[src/rtl/dsch_pkg.sv]
package dsch_pkg;

  localparam int QUEUE_DEPTH = 16;
  localparam int TRACK_BITS  = 8;
  localparam int TIME_BITS   = 32;

  localparam int IDX_BITS      = (QUEUE_DEPTH > 1) ? $clog2(QUEUE_DEPTH) : 1;
  localparam int CNT_BITS      = $clog2(QUEUE_DEPTH + 1);
  localparam int ADV_BITS      = 8;
  localparam int CFG_IDX_BITS  = 2;
  localparam int CFG_DATA_BITS = 8;
  localparam int STATUS_BITS   = 3;

  localparam int IN_RAW_BITS   = TRACK_BITS + TIME_BITS;
  localparam int IN_DATA_BITS  = ((IN_RAW_BITS + 7) / 8) * 8;
  localparam int OUT_PEND_LSB  = 2 * TRACK_BITS + 2 * TIME_BITS + 1;
  localparam int OUT_RAW_BITS  = OUT_PEND_LSB + CNT_BITS;
  localparam int OUT_DATA_BITS = ((OUT_RAW_BITS + 7) / 8) * 8;

  localparam logic FUNC_ADD  = 1'b0;
  localparam logic FUNC_STEP = 1'b1;

  typedef enum logic [STATUS_BITS-1:0] {
    ST_ADDED  = 3'd0,
    ST_FULL   = 3'd1,
    ST_SERVED = 3'd2,
    ST_IDLE   = 3'd3,
    ST_EMPTY  = 3'd4
  } status_e;

  typedef enum logic [CFG_IDX_BITS-1:0] {
    CFG_SCAN_MODE   = 2'd0,
    CFG_START_TRACK = 2'd1,
    CFG_IDLE_ADV    = 2'd2,
    CFG_REV_ADV     = 2'd3
  } cfg_reg_e;

  typedef enum logic [1:0] {
    FSM_IDLE,
    FSM_SEARCH,
    FSM_COMMIT,
    FSM_OUT
  } fsm_e;

  // best-so-far candidate walking down the cell chain
  typedef struct packed {
    logic                  found;
    logic [IDX_BITS-1:0]   idx;
    logic [TRACK_BITS-1:0] gap;
    logic [TRACK_BITS-1:0] trk;
  } cand_t;

  // scheduler state seen by every cell
  typedef struct packed {
    logic [TRACK_BITS-1:0] head;
    logic [TIME_BITS-1:0]  now;
    logic                  scan;
    logic                  up;
  } view_t;

  // write control for the cell row
  typedef struct packed {
    logic                  load;
    logic                  remove;
    logic [IDX_BITS-1:0]   sel;
    logic [TRACK_BITS-1:0] trk;
    logic [TIME_BITS-1:0]  arr;
  } cell_ctl_t;

  typedef struct packed {
    logic [CNT_BITS-1:0]   pending;
    logic                  up;
    logic [TIME_BITS-1:0]  total;
    logic [TIME_BITS-1:0]  now;
    logic [TRACK_BITS-1:0] seek;
    logic [TRACK_BITS-1:0] served;
    status_e               status;
  } res_t;

  function automatic logic [TRACK_BITS-1:0] abs_diff(input logic [TRACK_BITS-1:0] a,
                                                     input logic [TRACK_BITS-1:0] b);
    return (a > b) ? (a - b) : (b - a);
  endfunction

endpackage

[src/rtl/dsch_cell.sv]
module dsch_cell (
  input  logic                           clk_i,
  input  logic                           rst_ni,
  input  logic [dsch_pkg::IDX_BITS-1:0]  my_idx_i,
  input  dsch_pkg::cell_ctl_t            ctl_i,
  input  dsch_pkg::view_t                view_i,
  input  logic [dsch_pkg::TRACK_BITS-1:0] nb_trk_i,
  input  logic [dsch_pkg::TIME_BITS-1:0]  nb_arr_i,
  input  logic                           nb_valid_i,
  input  dsch_pkg::cand_t                cand_i,
  output dsch_pkg::cand_t                cand_o,
  output logic [dsch_pkg::TRACK_BITS-1:0] trk_o,
  output logic [dsch_pkg::TIME_BITS-1:0]  arr_o,
  output logic                           valid_o
);
  import dsch_pkg::*;

  logic [TRACK_BITS-1:0] trk_q;
  logic [TIME_BITS-1:0]  arr_q;
  logic                  valid_q;
  logic                  elig_q, elig_d;
  logic [TRACK_BITS-1:0] dist_q, dist_d;
  cand_t                 cand_q, cand_d;
  logic                  shift, load, dir_ok, take_own;

  assign shift = ctl_i.remove && (my_idx_i >= ctl_i.sel);
  assign load  = ctl_i.load && (my_idx_i == ctl_i.sel);

  always_ff @(posedge clk_i or negedge rst_ni) begin
    if (!rst_ni) begin
      valid_q <= 1'b0;
    end else if (shift) begin
      valid_q <= nb_valid_i;
    end else if (load) begin
      valid_q <= 1'b1;
    end
  end

  always_ff @(posedge clk_i) begin
    if (shift) begin
      trk_q <= nb_trk_i;
      arr_q <= nb_arr_i;
    end else if (load) begin
      trk_q <= ctl_i.trk;
      arr_q <= ctl_i.arr;
    end
  end

  always_comb begin
    dir_ok = view_i.up ? (trk_q >= view_i.head) : (trk_q < view_i.head);
    elig_d = valid_q && (arr_q <= view_i.now) && (!view_i.scan || dir_ok);
    dist_d = abs_diff(view_i.head, trk_q);
  end

  assign take_own = elig_q && (!cand_i.found || (dist_q < cand_i.gap));

  always_comb begin
    cand_d = cand_i;
    if (take_own) begin
      cand_d.found = 1'b1;
      cand_d.idx   = my_idx_i;
      cand_d.gap   = dist_q;
      cand_d.trk   = trk_q;
    end
  end

  always_ff @(posedge clk_i or negedge rst_ni) begin
    if (!rst_ni) begin
      elig_q <= 1'b0;
      cand_q <= '0;
    end else begin
      elig_q <= elig_d;
      cand_q <= cand_d;
    end
  end

  always_ff @(posedge clk_i) begin
    dist_q <= dist_d;
  end

  assign cand_o  = cand_q;
  assign trk_o   = trk_q;
  assign arr_o   = arr_q;
  assign valid_o = valid_q;

endmodule

[src/rtl/dsch_chain.sv]
module dsch_chain (
  input  logic                            clk_i,
  input  logic                            rst_ni,
  input  dsch_pkg::cell_ctl_t             ctl_i,
  input  dsch_pkg::view_t                 view_i,
  output logic [dsch_pkg::TRACK_BITS-1:0] head0_trk_o,
  output dsch_pkg::cand_t                 best_o
);
  import dsch_pkg::*;

  logic [TRACK_BITS-1:0] trk   [QUEUE_DEPTH];
  logic [TIME_BITS-1:0]  arr   [QUEUE_DEPTH];
  logic                  valid [QUEUE_DEPTH];
  cand_t                 cand  [QUEUE_DEPTH+1];

  assign cand[0] = '0;

  for (genvar i = 0; i < QUEUE_DEPTH; i++) begin : g_cell
    logic [TRACK_BITS-1:0] nb_trk;
    logic [TIME_BITS-1:0]  nb_arr;
    logic                  nb_valid;

    if (i == QUEUE_DEPTH - 1) begin : g_last
      assign nb_trk   = '0;
      assign nb_arr   = '0;
      assign nb_valid = 1'b0;
    end else begin : g_mid
      assign nb_trk   = trk[i+1];
      assign nb_arr   = arr[i+1];
      assign nb_valid = valid[i+1];
    end

    dsch_cell u_cell (
      .clk_i      (clk_i),
      .rst_ni     (rst_ni),
      .my_idx_i   (IDX_BITS'(i)),
      .ctl_i      (ctl_i),
      .view_i     (view_i),
      .nb_trk_i   (nb_trk),
      .nb_arr_i   (nb_arr),
      .nb_valid_i (nb_valid),
      .cand_i     (cand[i]),
      .cand_o     (cand[i+1]),
      .trk_o      (trk[i]),
      .arr_o      (arr[i]),
      .valid_o    (valid[i])
    );
  end

  assign head0_trk_o = trk[0];
  assign best_o      = cand[QUEUE_DEPTH];

endmodule

[src/rtl/disk_request_scheduler_top.sv]
// channel   | direction | tdata / data                         | tuser
// s_axis    | in        | track[7:0] arrival_time[39:8]        | func
// m_axis    | out       | served_track[7:0] seek_distance[15:8] | status
//           |           | time_now[47:16] total_seek[79:48]    |
//           |           | sweeping_up[80] pending_count[85:81] |
// cfg       | in        | cfg_index_i, cfg_data_i              | -
//
// Add, full, empty and the first service in shortest-seek mode (oldest entry, no search)
// go straight from accept to commit and output. Other steps first run the best-candidate
// walk down the cell chain, one cell per cycle, after a registered eligibility check.
// One item in flight; the next is accepted while a result waits in the output register.
// Reset clears all queue valid bits at once; no clearing pass.
module disk_request_scheduler_top (
  input  logic                                  clk_i,
  input  logic                                  rst_ni,
  input  logic                                  s_axis_tvalid,
  output logic                                  s_axis_tready,
  // track, arrival_time
  input  logic [dsch_pkg::IN_DATA_BITS-1:0]     s_axis_tdata,
  // func
  input  logic                                  s_axis_tuser,
  output logic                                  m_axis_tvalid,
  input  logic                                  m_axis_tready,
  // served_track, seek_distance, time_now, total_seek, sweeping_up, pending_count
  output logic [dsch_pkg::OUT_DATA_BITS-1:0]    m_axis_tdata,
  // status
  output logic [dsch_pkg::STATUS_BITS-1:0]      m_axis_tuser,
  input  logic                                  cfg_valid_i,
  output logic                                  cfg_ready_o,
  input  logic [dsch_pkg::CFG_IDX_BITS-1:0]     cfg_index_i,
  input  logic [dsch_pkg::CFG_DATA_BITS-1:0]    cfg_data_i
);
  import dsch_pkg::*;

  fsm_e                  fsm_q, fsm_d;
  logic [CNT_BITS-1:0]   cnt_q, cnt_d;
  logic                  scan_q;
  logic [TRACK_BITS-1:0] start_q;
  logic [ADV_BITS-1:0]   idle_adv_q, rev_adv_q;
  logic [TRACK_BITS-1:0] head_q, head_d;
  logic [TIME_BITS-1:0]  time_q, time_d;
  logic [TIME_BITS-1:0]  seek_q, seek_d;
  logic                  up_q, up_d;
  logic                  first_q, first_d;
  logic [CNT_BITS-1:0]   pend_q, pend_d;
  logic                  func_q;
  logic [TRACK_BITS-1:0] in_trk_q;
  logic [TIME_BITS-1:0]  in_arr_q;
  res_t                  res_q, res_d;
  res_t                  out_q;
  logic                  m_valid_q;
  logic                  in_acc, cfg_acc, need_search, commit, out_load;
  cell_ctl_t             ctl;
  view_t                 view;
  cand_t                 best;
  logic [TRACK_BITS-1:0] head0_trk;
  logic                  serve;
  logic [IDX_BITS-1:0]   serve_idx;
  logic [TRACK_BITS-1:0] serve_trk, serve_dist;
  status_e               status;

  assign in_acc   = s_axis_tvalid && s_axis_tready;
  assign cfg_acc  = cfg_valid_i && cfg_ready_o;
  assign out_load = (fsm_q == FSM_OUT) && (!m_valid_q || m_axis_tready);
  assign need_search = (s_axis_tuser == FUNC_STEP) && (pend_q != '0) && (scan_q || first_q);

  // next state
  always_comb begin
    fsm_d = fsm_q;
    cnt_d = cnt_q;
    unique case (fsm_q)
      FSM_IDLE: begin
        cnt_d = '0;
        if (in_acc) begin
          fsm_d = need_search ? FSM_SEARCH : FSM_COMMIT;
        end
      end
      FSM_SEARCH: begin
        cnt_d = cnt_q + 1'b1;
        if (cnt_q == CNT_BITS'(QUEUE_DEPTH)) begin
          fsm_d = FSM_COMMIT;
        end
      end
      FSM_COMMIT: fsm_d = FSM_OUT;
      FSM_OUT: begin
        if (out_load) begin
          fsm_d = FSM_IDLE;
        end
      end
      default: fsm_d = FSM_IDLE;
    endcase
  end

  // outputs of the sequencer
  always_comb begin
    s_axis_tready = (fsm_q == FSM_IDLE);
    cfg_ready_o   = 1'b1;
    commit        = (fsm_q == FSM_COMMIT);
  end

  // item outcome
  always_comb begin
    head_d     = head_q;
    time_d     = time_q;
    seek_d     = seek_q;
    up_d       = up_q;
    first_d    = first_q;
    pend_d     = pend_q;
    serve      = 1'b0;
    serve_idx  = '0;
    serve_trk  = '0;
    serve_dist = '0;
    ctl        = '0;
    ctl.trk    = in_trk_q;
    ctl.arr    = in_arr_q;
    status     = ST_EMPTY;
    priority if (func_q == FUNC_ADD && pend_q == CNT_BITS'(QUEUE_DEPTH)) begin
      status = ST_FULL;
    end else if (func_q == FUNC_ADD) begin
      status   = ST_ADDED;
      ctl.load = commit;
      ctl.sel  = IDX_BITS'(pend_q);
      pend_d   = pend_q + 1'b1;
    end else if (pend_q == '0) begin
      status = ST_EMPTY;
    end else if (!scan_q && !first_q) begin
      serve      = 1'b1;
      serve_idx  = '0;
      serve_trk  = head0_trk;
      serve_dist = abs_diff(head_q, head0_trk);
      first_d    = 1'b1;
    end else if (best.found) begin
      serve      = 1'b1;
      serve_idx  = best.idx;
      serve_trk  = best.trk;
      serve_dist = best.gap;
    end else begin
      status = ST_IDLE;
      if (scan_q) begin
        time_d = time_q + TIME_BITS'(rev_adv_q);
        up_d   = !up_q;
      end else begin
        time_d = time_q + TIME_BITS'(idle_adv_q);
      end
    end
    if (serve) begin
      status     = ST_SERVED;
      time_d     = time_q + TIME_BITS'(serve_dist);
      seek_d     = seek_q + TIME_BITS'(serve_dist);
      head_d     = serve_trk;
      pend_d     = pend_q - 1'b1;
      ctl.remove = commit;
      ctl.sel    = serve_idx;
    end
    res_d.status  = status;
    res_d.served  = serve_trk;
    res_d.seek    = serve_dist;
    res_d.now     = time_d;
    res_d.total   = seek_d;
    res_d.up      = up_d;
    res_d.pending = pend_d;
  end

  assign view.head = head_q;
  assign view.now  = time_q;
  assign view.scan = scan_q;
  assign view.up   = up_q;

  dsch_chain u_chain (
    .clk_i       (clk_i),
    .rst_ni      (rst_ni),
    .ctl_i       (ctl),
    .view_i      (view),
    .head0_trk_o (head0_trk),
    .best_o      (best)
  );

  always_ff @(posedge clk_i or negedge rst_ni) begin
    if (!rst_ni) begin
      fsm_q      <= FSM_IDLE;
      cnt_q      <= '0;
      scan_q     <= 1'b0;
      start_q    <= '0;
      idle_adv_q <= ADV_BITS'(30);
      rev_adv_q  <= ADV_BITS'(20);
      head_q     <= '0;
      time_q     <= '0;
      seek_q     <= '0;
      up_q       <= 1'b1;
      first_q    <= 1'b0;
      pend_q     <= '0;
      m_valid_q  <= 1'b0;
    end else begin
      fsm_q <= fsm_d;
      cnt_q <= cnt_d;
      if (cfg_acc) begin
        unique case (cfg_reg_e'(cfg_index_i))
          CFG_SCAN_MODE:   scan_q <= cfg_data_i[0];
          CFG_START_TRACK: begin
            start_q <= TRACK_BITS'(cfg_data_i);
            head_q  <= TRACK_BITS'(cfg_data_i);
          end
          CFG_IDLE_ADV:    idle_adv_q <= ADV_BITS'(cfg_data_i);
          CFG_REV_ADV:     rev_adv_q  <= ADV_BITS'(cfg_data_i);
          default:         scan_q <= scan_q;
        endcase
      end else if (commit) begin
        head_q  <= head_d;
        time_q  <= time_d;
        seek_q  <= seek_d;
        up_q    <= up_d;
        first_q <= first_d;
        pend_q  <= pend_d;
      end
      if (out_load) begin
        m_valid_q <= 1'b1;
      end else if (m_axis_tready) begin
        m_valid_q <= 1'b0;
      end
    end
  end

  always_ff @(posedge clk_i) begin
    if (in_acc) begin
      func_q   <= s_axis_tuser;
      in_trk_q <= s_axis_tdata[TRACK_BITS-1:0];
      in_arr_q <= s_axis_tdata[TRACK_BITS +: TIME_BITS];
    end
    if (commit) begin
      res_q <= res_d;
    end
    if (out_load) begin
      out_q <= res_q;
    end
  end

  assign m_axis_tvalid = m_valid_q;
  assign m_axis_tuser  = out_q.status;
  assign m_axis_tdata  = OUT_DATA_BITS'({out_q.pending, out_q.up, out_q.total, out_q.now,
                                         out_q.seek, out_q.served});

  logic unused_start;
  assign unused_start = ^start_q;

endmodule

[config.mk]
export PLATFORM = sky130hd
export DESIGN_NAME = disk_request_scheduler_top
export DESIGN_NICKNAME = d
export VERILOG_FILES = /design/src/rtl/dsch_pkg.sv /design/src/rtl/dsch_cell.sv /design/src/rtl/dsch_chain.sv /design/src/rtl/disk_request_scheduler_top.sv
export SDC_FILE = /design/constraint.sdc
export NUM_CORES = 2
export LEC_CHECK = 0
export BUFFER_PORTS_ARGS = -buffer_cell sky130_fd_sc_hd__buf_2
export CAP_MARGIN = 15
export CORE_ASPECT_RATIO = 0.6
export CORE_MARGIN = 4
export CORE_UTILIZATION = 54
export CTS_BUF_LIST = sky130_fd_sc_hd__clkbuf_16
export DETAILED_ROUTE_END_ITERATION = 6
export GPL_ROUTABILITY_DRIVEN = 0
export GPL_TIMING_DRIVEN = 0
export PLACE_DENSITY = 0.7
export SYNTH_ARGS = -nofsm -noshare
export SYNTH_HDL_FRONTEND = slang
export SYNTH_SLANG_ARGS = --single-unit
export TNS_END_PERCENT = 50
[constraint.sdc]
create_clock -name clk_i -period 22.8 [get_ports clk_i]
set_input_delay 4.56 -clock clk_i [delete_from_list [all_inputs] [get_ports clk_i]]
set_output_delay 4.56 -clock clk_i [all_outputs]
set_load 0.05 [all_outputs]
==> impl_metrics.json <==
{
  "status": "finished, final reports clean",
  "synthArstFlopShare": 0.3165,
  "ys_seq_area_frac": 0.4880,
  "clk_latency_ns": 0.81,
  "routed_wl_mm": 263.5,
  "synth_cell_type_count": 94,
  "ir_drop_uv": 85.14,
  "total_power_w": 0.01357,
  "critical_path_class": "reg -> reg",
  "grt_antenna_before_repair": 27,
  "period_needed_ns": 8.166,
  "first_global_vias": 55800,
  "min_path_cells": 0,
  "postCtsSetupBuffers": 0,
  "drc": 0,
  "crit_buf_inv": 4,
  "hold_slack_ns": 0.4173,
  "wl_per_cell_microns": 28.34,
  "drv_slew": 0,
  "htreeDepth": 4,
  "finalSetupTns_ns": 0,
  "synth_area_sq_mm": 0.08074,
  "cts_tree": "yes",
  "cts_resized": 0,
  "path_clk_slew_ns": 0.07,
  "num_vias": 58970,
  "drtIter0Drc": 8651,
  "pre_cts_ws_ns": 14.98,
  "cts_hold_buf": 0,
  "ios": 150,
  "cts_inserted_buffers": 143,
  "avgSynthCellArea_sq_um": 11.85,
  "layout_common_cells": "905 x ha_1, 819 x edfxtp_1, 636 x mux2_2, 595 x nand2_1, 472 x inv_1",
  "synth_ff_type": "edfxtp_1",
  "hold_violations": 0,
  "ant_nets": 0,
  "drv.max_cap_violation_count": 0,
  "grt_pass1_wl_mm": 379.1,
  "critPathMaxFanout": 18,
  "finClkSkew_ns": 0.03739,
  "critPathRequiredTime_ns": 23.32,
  "first_pass_iters": 6,
  "crit_chain": "inv_1 -> ha_1 -> inv_1 -> fa_1 -> a21o_1 -> a21oi_1 -> o22ai_1 -> o22a_1 -> buf_1 -> mux2i_1 -> nor2_1 -> a21oi_1 -> nand2b_1 -> inv_1 -> ha_1 -> a21o_1 -> a21oi_1 -> o211a_1 -> o31ai_1 -> nor2_1 -> nor4_1 -> nand4_1 -> nor2_1 -> xnor2_1",
  "cpPeakStageDelay_ns": 1.00,
  "power.leakage_nw": 38.88,
  "die_x_microns": 507.2,
  "die_h_microns": 307.5,
  "start_util": 0.5462,
  "synth_enable_flop_cells": 819,
  "cts_sinks": 1444,
  "dp_hpwl_mm": 199.1,
  "root_buffer": "clkbuf_16",
  "yosys_register_bits": 1444,
  "dpl_cell_area_sq_mm": 0.08542,
  "layout_commonest_cell": "ha_1",
  "finalNetCount": 8165,
  "r2r_cells": 24,
  "slowest_stage": "dfrtp_2",
  "drive_gt1_frac": 0.1773,
  "grt-ovfl-total": 0,
  "core-area_sq_mm": 0.1478,
  "crit_path_end_kind": "flip-flop",
  "grt_usage": 0.3317,
  "synth_cells": 6815,
  "port-buffer-count": 146,
  "cellPowerDensity_mw_per_mm2": 150.3,
  "period_share": 0.3581,
  "syn2layout_area_growth_pct": 11.80,
  "fmax_ghz": 0.1225,
  "worstMarginPinSlew_ns": 1.373,
  "rsz0062_at_grt": "no",
  "placementRows": 109,
  "yosysWarningCount": 0,
  "critPathTopFamily": "simple AND/OR/NAND/NOR gates",
  "setup_slack_ns": 14.63,
  "grt_start_max_net_pins": 107,
  "cp.depth": 24,
  "die_area_sq_mm": 0.1560,
  "worstPathArrival_ns": 8.69,
  "clockBufferDepth": 3,
  "slew_headroom": 0.08461,
  "start_kind": "flip-flop",
  "viasPerCell": 6.342,
  "fin_area_sq_mm": 0.09027,
  "min_path_type": "reg -> reg",
  "setup_viol": 0
}
## cells by family after synthesis
kind of cell | share of synthesized area
xor+xnor | 0.02245
buf+inv | 0.03350
fa+ha+maj | 0.1491
flops | 0.4880
simple gates | 0.09017
mux | 0.1259
other cells | 0.00009301
compound gates | 0.09078
## final timing paths
kind / startpoint / to / slack [ns]
max reg2reg: head_q[0] / res_q[44] / 14.63
min: res_q[15] / m_axis_tdata[12] / 0.42
max in group asynchronous: rst_ni / u_chain.g_cell[11].u_cell.cand_o[17] / 17.11
min reg2reg: res_q[15] / m_axis_tdata[12] / 0.42
max: head_q[0] / res_q[44] / 14.63
min in group asynchronous: rst_ni / u_chain.g_cell[2].u_cell.cand_o[11] / 3.73
## synth_stat cells, types with 32 or more instances
master | count | area share
ha_1 | 906 | 0.14
edfxtp_1 | 819 | 0.30
mux2_2 | 636 | 0.089
nand2_1 | 595 | 0.028
dfrtp_1 | 450 | 0.14
inv_1 | 435 | 0.020
a21oi_1 | 384 | 0.024
o21ai_0 | 312 | 0.019
nor2_1 | 198 | 0.0092
dfxtp_1 | 168 | 0.042
clkbuf_1 | 150 | 0.0070
a21o_1 | 143 | 0.013
nand4_1 | 140 | 0.011
nor2b_1 | 127 | 0.0098
xnor2_1 | 115 | 0.012
mux2i_1 | 111 | 0.014
nand3_1 | 104 | 0.0064
nand2b_1 | 99 | 0.0077
xor2_1 | 92 | 0.010
mux2_4 | 88 | 0.016
nor3_1 | 61 | 0.0038
o21a_1 | 54 | 0.0050
mux2_1 | 51 | 0.0071
and2_1 | 46 | 0.0036
fa_1 | 35 | 0.0087
o211ai_1 | 35 | 0.0033
buf_4 | 32 | 0.0030
## metrics by stage
step | util | instances
2_1_floorplan | - | 6816
3_3_place_gp | 0.5680 | 8960
3_5_place_dp | 0.5778 | 9013
4_1_cts | 0.6094 | 9279
5_1_grt | 0.6104 | 9287
6_report | 0.6106 | 9298
## routing by layer
metal  global-route usage  wire length (microns)  up-vias
met4              0.08823                   6603       22
li1                     -                      -    25460
met3               0.1371                  44220      421
met2               0.4102                  95930     3961
met1               0.5203                 116600    29110
met5                    0                    138        -
## cell type report
type | count | area [sq um]
Antenna cell | 11 | 27.53
Buffer | 225 | 1069
Clock buffer | 151 | 3779
Clock inverter | 115 | 888.4
Fill cell | 11580 | 57570
Inverter | 436 | 1637
Multi-Input combinational cell | 4711 | 38840
Sequential cell | 1444 | 39400
Tap cell | 1998 | 2500
Timing Repair Buffer | 207 | 2130
## sequential cells by signal, summed over array words and instances (netlist names), 16 cells and up
| register | count |
|---|---|
| in_arr_q | 32 |
| m_axis_tdata | 86 |
| res_q | 89 |
| seek_q | 32 |
| time_q | 32 |
| u_chain.g_cell.u_cell.arr_o | 512 |
| u_chain.g_cell.u_cell.cand_o | 321 |
| u_chain.g_cell.u_cell.dist_q | 128 |
| u_chain.g_cell.u_cell.elig_q | 16 |
| u_chain.g_cell.u_cell.trk_o | 128 |
| u_chain.g_cell.u_cell.valid_o | 16 |
## worst register-to-register path, cell delays in order (launching register included)
cell and delay (ns):
dfrtp_2 1.00, inv_1 0.77, ha_1 0.47, inv_1 0.09, fa_1 0.19, a21o_1 0.13
a21oi_1 0.08, o22ai_1 0.14, o22a_1 0.25, buf_1 0.45, mux2i_1 0.61, nor2_1 0.11
a21oi_1 0.19, nand2b_1 0.24, inv_1 0.15, ha_1 0.30, a21o_1 0.12, a21oi_1 0.11
o211a_1 0.26, o31ai_1 0.40, nor2_1 0.09, nor4_1 0.79, nand4_1 0.56, nor2_1 0.31
xnor2_1 0.08
## report_power, final
part           leakage, nW  switching, W  internal [W]
logic                 21.9       0.00396       0.00257
registers             14.5      0.000688       0.00394
clock network         2.42       0.00109       0.00132
No activity file was read; power rests on OpenSTA's default activity.
